==> src/sv/tcw_pkg.sv <==
`default_nettype none
// ----------------------------------------------------------------------------
// tcw_pkg: shared types and constants of the text console writer
// Operation codes, controller states, sweep modes and the command and status
// bundles that join the controller to the datapath.
// ----------------------------------------------------------------------------
package tcw_pkg;

  // Default screen geometry
  localparam int COLUMNS_DEF = 80;
  localparam int ROWS_DEF    = 25;

  // Character and attribute constants
  localparam logic [7:0] SPACE_CHAR      = 8'h20;
  localparam logic [7:0] NULL_CHAR       = 8'h00;
  localparam logic [7:0] LINE_FEED       = 8'd10;
  localparam logic [7:0] CARRIAGE_RETURN = 8'd13;
  localparam logic [7:0] ATTR_RESET      = 8'd7;

  // Request codes
  typedef enum logic [1:0] {
    OP_PUT   = 2'd0,
    OP_ERASE = 2'd1,
    OP_CLEAR = 2'd2,
    OP_READ  = 2'd3
  } op_e;

  // Controller states
  typedef enum logic [2:0] {
    ST_BOOT,
    ST_WIPE,
    ST_IDLE,
    ST_ERASE,
    ST_READ,
    ST_SWEEP
  } state_e;

  // What a full-screen sweep writes
  typedef enum logic [1:0] {
    SW_ZERO,
    SW_SPACE,
    SW_SCROLL
  } sweep_e;

  // Controller to datapath
  typedef struct packed {
    logic   cur_put;     // store char (unless line break) and advance cursor
    logic   cur_back;    // step cursor back and fetch the cell under it
    logic   cur_home;    // cursor to origin
    logic   rd_index;    // fetch the cell named by cell_index
    logic   wr_erase;    // write back fetched cell with its char zeroed
    logic   sweep_start; // start a full-screen sweep
    sweep_e sweep_mode;
    logic   res_emit;    // present a result next cycle
    logic   res_read;    // result carries the fetched cell
  } dp_cmd_t;

  // Datapath to controller
  typedef struct packed {
    logic put_scroll;  // a put now would pass the last row
    logic at_origin;   // cursor at row 0, column 0
    logic sweep_done;  // no sweep in flight
  } dp_status_t;

endpackage : tcw_pkg
`default_nettype wire

==> src/sv/tcw_ctrl.sv <==
`default_nettype none
// ----------------------------------------------------------------------------
// tcw_ctrl: request sequencer of the text console writer
// Accepts one request at a time, steps the datapath through its memory
// accesses and sweeps, and asks for the result at the end.
// ----------------------------------------------------------------------------
module tcw_ctrl
  import tcw_pkg::*;
(
  input  wire logic       clk_i,
  input  wire logic       rst_ni,
  input  wire logic       start_i,
  input  wire op_e        op_i,
  input  wire dp_status_t status_i,
  output logic            busy_o,
  output dp_cmd_t         cmd_o
);

  state_e state_q, state_d;

  // State register
  always_ff @(posedge clk_i or negedge rst_ni) begin
    if (!rst_ni) begin
      state_q <= ST_BOOT;
    end else begin
      state_q <= state_d;
    end
  end

  assign busy_o = (state_q != ST_IDLE);

  // Next state
  always_comb begin
    state_d = state_q;
    case (state_q)
      ST_BOOT: state_d = ST_WIPE;
      ST_WIPE: begin
        if (status_i.sweep_done) state_d = ST_IDLE;
      end
      ST_IDLE: begin
        if (start_i) begin
          case (op_i)
            OP_PUT:   if (status_i.put_scroll) state_d = ST_SWEEP;
            OP_ERASE: if (!status_i.at_origin) state_d = ST_ERASE;
            OP_CLEAR: state_d = ST_SWEEP;
            OP_READ:  state_d = ST_READ;
            default:  state_d = ST_IDLE;
          endcase
        end
      end
      ST_ERASE: state_d = ST_IDLE;
      ST_READ:  state_d = ST_IDLE;
      ST_SWEEP: begin
        if (status_i.sweep_done) state_d = ST_IDLE;
      end
      default: state_d = ST_IDLE;
    endcase
  end

  // Datapath commands
  always_comb begin
    cmd_o = '0;
    cmd_o.sweep_mode = SW_ZERO;
    case (state_q)
      ST_BOOT: begin
        cmd_o.sweep_start = 1'b1;
        cmd_o.sweep_mode  = SW_ZERO;
      end
      ST_IDLE: begin
        if (start_i) begin
          case (op_i)
            OP_PUT: begin
              cmd_o.cur_put = 1'b1;
              if (status_i.put_scroll) begin
                cmd_o.sweep_start = 1'b1;
                cmd_o.sweep_mode  = SW_SCROLL;
              end else begin
                cmd_o.res_emit = 1'b1;
              end
            end
            OP_ERASE: begin
              if (status_i.at_origin) begin
                cmd_o.res_emit = 1'b1;
              end else begin
                cmd_o.cur_back = 1'b1;
              end
            end
            OP_CLEAR: begin
              cmd_o.cur_home    = 1'b1;
              cmd_o.sweep_start = 1'b1;
              cmd_o.sweep_mode  = SW_SPACE;
            end
            OP_READ: cmd_o.rd_index = 1'b1;
            default: cmd_o.res_emit = 1'b1;
          endcase
        end
      end
      ST_ERASE: begin
        cmd_o.wr_erase = 1'b1;
        cmd_o.res_emit = 1'b1;
      end
      ST_READ: begin
        cmd_o.res_emit = 1'b1;
        cmd_o.res_read = 1'b1;
      end
      ST_SWEEP: begin
        cmd_o.res_emit = status_i.sweep_done;
      end
      default: cmd_o = '0;
    endcase
  end

endmodule : tcw_ctrl
`default_nettype wire

==> config.mk <==
export PLATFORM = sky130hd
export DESIGN_NAME = tcw_ctrl
export DESIGN_NICKNAME = d
export VERILOG_FILES = /design/src/sv/tcw_pkg.sv /design/src/sv/tcw_ctrl.sv
export SDC_FILE = /design/constraint.sdc
export NUM_CORES = 1
export LEC_CHECK = 0
export ABC_CLOCK_PERIOD_IN_PS = 1500
export CORE_AREA = 5 5 42 44
export DETAILED_ROUTE_END_ITERATION = 6
export DIE_AREA = 0 0 47 49
export DONT_BUFFER_PORTS = 1
export GPL_TIMING_DRIVEN = 1
export PLACE_DENSITY = 0.41
export SLEW_MARGIN = 20
export SYNTH_ARGS = -nofsm -noshare
export SYNTH_HDL_FRONTEND = slang
export SYNTH_SLANG_ARGS = --single-unit
==> constraint.sdc <==
create_clock -name clk_i -period 1.5 [get_ports clk_i]
set_input_delay 0.225 -clock clk_i [delete_from_list [all_inputs] [get_ports clk_i]]
set_output_delay 0.225 -clock clk_i [all_outputs]
set_load 0.01 [all_outputs]
## Word-level counts from Yosys, hierarchy flattened

Cells that the tools add are included.

- Latch bits: 0
- Bits in writable memories: 0
- Bits of input ports: 8
- ROM bits: 0
- Memories kept: 0
- Output and inout port bits: 11
- Register bits after elaboration: 3
- Logic and storage cells: 42

- Shift operators: 0
- Reductions and logical operators: 5
- $lt $le $gt $ge: 0
- Equality and inequality tests: 13
- Add/sub/neg operators: 0
- Bitwise operators: 0
- Multiply operators: 0
- Div/mod/pow operators: 0
- Multiplexer cells: 23

Operators with widths:

| kind | number |
|---|---|
| $mux W3 | 5 |
| $mux W4 | 3 |
| $pmux W3 S2 | 2 |
| $pmux W3 S4 | 1 |
| $mux W1 | 9 |
| $pmux W3 S3 | 1 |
| $eq A3 B2 Y1 const B | 2 |
| $eq A3 B3 Y1 const B | 2 |
| $ne A3 B3 Y1 const B | 2 |
| $eq A2 B2 Y1 const B | 2 |
| $reduce_and A4 Y1 | 1 |
| $reduce_or A2 Y1 | 2 |
| $eq A3 B1 Y1 const B | 1 |
| $logic_not A3 Y1 | 1 |
| $ne A3 B2 Y1 const B | 1 |
| $pmux W1 S3 | 1 |
| $eq A2 B1 Y1 const B | 1 |
| $logic_not A2 Y1 | 1 |
| $ne A2 B1 Y1 const B | 1 |
| $ne A2 B2 Y1 const B | 1 |
| $pmux W1 S2 | 1 |

## Longest topological paths before layout

- Depth in word-level cells: 4
- Gate-level depth with buffers: 4
- Gate-level depth less buffers: 3

## Worst setup path before layout

Ideal clock, no wire load.

- Path type: register -> output
- Start: register state_q[2]
- End: output port cmd_o[3] in the netlist's numbering
- Slack: 0.089 ns
- Path buffers: 0
- Cell stages (with the launch flop): 4
- Data arrival time: 1.186 ns
- Cells stage by stage: dfrtp_1 nand4bb_1 nor3_1 and2_1

RTL lines:

| element | RTL line | text |
|---|---|---|
| start, declared | tcw_ctrl.sv:19 | `state_e state_q, state_d;` |
| start signal, assigned | tcw_ctrl.sv:26 | `state_q <= state_d;` |
| end, declared | tcw_ctrl.sv:16 | `output dp_cmd_t cmd_o` |

==> results.json <==
{
  "clockRootBuffer": "sky130_fd_sc_hd__clkbuf_4",
  "detailedPlacementHpwl_um": 672,
  "finalCritPeriodShare_pct": 102,
  "grt_util_all_layers_pct": 10.6,
  "syn-instance-count": 39,
  "grt_pass1_vias": 380,
  "drt-total-wl_um": 1060,
  "synth_xor_area_share_pct": 0,
  "maxSlewHeadroom_pct": 81.1,
  "synth_top_family_by_area": "simple AND/OR/NAND/NOR gates",
  "cts_buffer_depth": 2,
  "synthesis.area_per_instance_sq_um": 8.25,
  "power_w": 0.00106,
  "worst-endpoint-arrival_ns": 1.31,
  "synth_simple_gate_area_share_pct": 40.1,
  "grt_overflow_total": 0,
  "place_congestion": 0.696,
  "crit_chain": "nand4bb_4 -> o31ai_2 -> buf_4",
  "number_of_distinct_library_cells_after_synthesis": 27,
  "cellLeakagePower_nw": 0.204,
  "tightestPinTransition_ns": 0.282,
  "status": "finished with violations",
  "grt_max_degree": 10,
  "crit_path_top_delay_cell": "sky130_fd_sc_hd__dfrtp_2",
  "max_cap_violations": 0,
  "grt_antenna_before_repair": 0,
  "finalWorstSetupSlack_ns": -0.0356,
  "via_per_inst": 5.18,
  "synth.mux.area_fraction_pct": 0,
  "top_regs": "state_q (3)",
  "grt_first_pass_wirelength_um": 1810,
  "maxSlewViolCount": 0,
  "clock-skew-final_ns": 0.00168,
  "postRouteAntennaNets": 0,
  "power_density_over_cell_area_nw_per_um2": 2100,
  "final_util_pct": 36.2,
  "end_kind": "output pin",
  "area.growth.synth_to_final_pct": 57.6,
  "synth.largest_area_cell": "sky130_fd_sc_hd__dfrtp_1",
  "cp.required_ns": 1.27,
  "insertedDiodeCount": 0,
  "fmaxAchievable_mhz": 651,
  "worst_vdd_ir_uv": 843,
  "cts_inserted_buffers": 3,
  "die_area_sq_um": 2300,
  "finish.net_count": 61,
  "wl_per_cell_um": 15.6,
  "top_register": "state_q",
  "mostFrequentLayoutCell": "sky130_fd_sc_hd__buf_4",
  "timing.hold.worst.class": "in -> reg",
  "numClockSinks": 3,
  "syn-num-nets": 47,
  "floorplan.initialDensity_pct": 22.9,
  "area_fraction_in_compound_gates_after_synthesis_pct": 28.4,
  "std_cell_rows": 14,
  "die_width_um": 47,
  "synth_top_area_share_pct": 23.3,
  "synth_fa_ha_area_share_pct": 0,
  "portbufs": 0,
  "cts_tree": "built",
  "synth.yosys.seq_area_share_pct": 23.3,
  "failed_checks": "setup timing",
  "yosys_register_bits": 3,
  "timing.setup.critical_path_class": "reg -> out",
  "die_height_um": 49,
  "clock_input_transition_at_the_sequential_cells_of_the_worst_setup_and_hold_paths_ns": 0.04,
  "largest_reg_flops": 3,
  "finalWorstPathRequiredPeriod_ns": 1.54,
  "worst_setup_path_start_kind": "flop",
  "worstPathMaxFanout": 7,
  "io-pin-count": 19,
  "core-area_sq_um": 1400,
  "first_pass_iteration_count_of_the_detailed_router": 3,
  "total_number_of_yosys_warnings": 0,
  "synth.cell_area_sq_um": 322,
  "crit_buf_inv": 1,
  "crit_family": "flip-flops",
  "overall_via_count_from_detail_route": 352,
  "clk_lat_worst_skew_ns": 0.23,
  "share_of_cells_above_drive_strength_1_pct": 57.7,
  "detail_route.iter0.violations": 2,
  "number_of_drc_violations_after_detailed_routing": 0,
  "rsz0062_at_grt": "true",
  "final-hold-violation-count": 0,
  "timing.critical_path.slowest_cell_delay_ns": 0.43,
  "setup_viol": 2,
  "fill_cells": 149,
  "htree_levels": 1,
  "post_synth_main_area_contributors": "sky130_fd_sc_hd__dfrtp_1, sky130_fd_sc_hd__and3_1, sky130_fd_sc_hd__a21oi_1"
}
[cells by family after synthesis]
logic type	after synthesis
AND/OR/NAND/NOR	21
buffers and inverters	4
flip-flops	3
AO/OA/AOI/OAI	11
[Yosys cell counts]
library cell	instances
sky130_fd_sc_hd__nand4bb_1	1
sky130_fd_sc_hd__and2b_2	1
sky130_fd_sc_hd__nor4_1	1
sky130_fd_sc_hd__o22ai_2	1
sky130_fd_sc_hd__nand2b_1	1
sky130_fd_sc_hd__inv_1	1
sky130_fd_sc_hd__or2_1	1
sky130_fd_sc_hd__clkbuf_1	1
sky130_fd_sc_hd__nor3_1	1
sky130_fd_sc_hd__or3b_2	1
sky130_fd_sc_hd__nand2_1	3
sky130_fd_sc_hd__or3_1	1
sky130_fd_sc_hd__a2bb2oi_2	1
sky130_fd_sc_hd__and2_1	1
sky130_fd_sc_hd__buf_6	1
sky130_fd_sc_hd__a221o_1	1
sky130_fd_sc_hd__o31ai_1	2
sky130_fd_sc_hd__nand3_1	1
sky130_fd_sc_hd__o21a_1	2
sky130_fd_sc_hd__nor2b_1	1
sky130_fd_sc_hd__buf_4	1
sky130_fd_sc_hd__dfrtp_1	3
sky130_fd_sc_hd__a311oi_1	1
sky130_fd_sc_hd__a21oi_1	3
sky130_fd_sc_hd__or3b_4	1
sky130_fd_sc_hd__nor2_1	3
sky130_fd_sc_hd__and3_1	3
[layer usage]
metal | track usage [%] | vias to the layer above | routed length [um]
li1 | - | 172 | -
met1 | 11.6 | 169 | 375
met2 | 17.4 | 9 | 577
met3 | 3.32 | 2 | 86
met4 | 5.53 | 0 | 19
met5 | 0 | - | 0
[where the power goes]
part / total, W / internal [W] / switching [W] / leakage, nW
registers: 0.000204 / 0.000131 / 0.0000728 / 0.0328
logic: 0.000720 / 0.000415 / 0.000305 / 0.156
clock network: 0.000141 / 0.0000996 / 0.0000412 / 0.0150
[what timing repair did]
action / in CTS / in global routing
endpoints found under the setup margin: 7 / 11
hold endpoints to repair: 3 / 0
pin swaps: 1 / 0
hold buffers: 1 / 0
setup buffers: 5 / 2
resized for setup: 13 / 4
[worst register-to-register path, cell delays in order (launching register included)]
cell and delay, ns:
sky130_fd_sc_hd__dfrtp_2 0.44, sky130_fd_sc_hd__buf_6 0.13, sky130_fd_sc_hd__or3b_4 0.44, sky130_fd_sc_hd__o22ai_4 0.19, sky130_fd_sc_hd__a2bb2oi_2 0.15
[cell type report]
class | instances | area, sq um | area share (%)
timing repair buffer | 12 | 100 | 19.8
sequential | 3 | 78.8 | 15.6
clock buffer | 4 | 26.3 | 5.19
inverter | 1 | 3.75 | 0.741
tap | 16 | 20.0 | 3.95
multi-input combinational | 32 | 278 | 54.8
[final timing paths]
| path | from | endpoint | slack, ns | cells after the start |
|---|---|---|---|---|
| setup reg to reg | state_q[0] | state_q[0] | 0.06 | 4 |
| hold reg to reg | state_q[2] | state_q[1] | 0.69 | 3 |
| hold / removal | start_i | state_q[0] | 0.16 | 2 |
| max in group asynchronous | rst_ni | state_q[0] | 1.09 | 1 |
| setup / recovery | state_q[2] | cmd_o[4] | -0.04 | 3 |
| min in group asynchronous | rst_ni | state_q[2] | 0.25 | 1 |
[stage by stage]
stage | setup WS [ns] | hold slack (ns) | TNS, ns | std cells | cell area (sq um)
after floorplan | 0.0889 | -0.0706 | 0 | 39 | 322
after global placement | 0.145 | -0.0705 | 0 | 56 | 349
after detailed placement | 0.139 | -0.0705 | 0 | 56 | 349
after CTS | -0.0394 | 0.149 | -0.0404 | 66 | 472
after global routing | -0.0916 | 0.177 | -0.330 | 68 | 507
final | -0.0356 | 0.155 | -0.0369 | 68 | 507
Power figures use the tool's default switching activity.
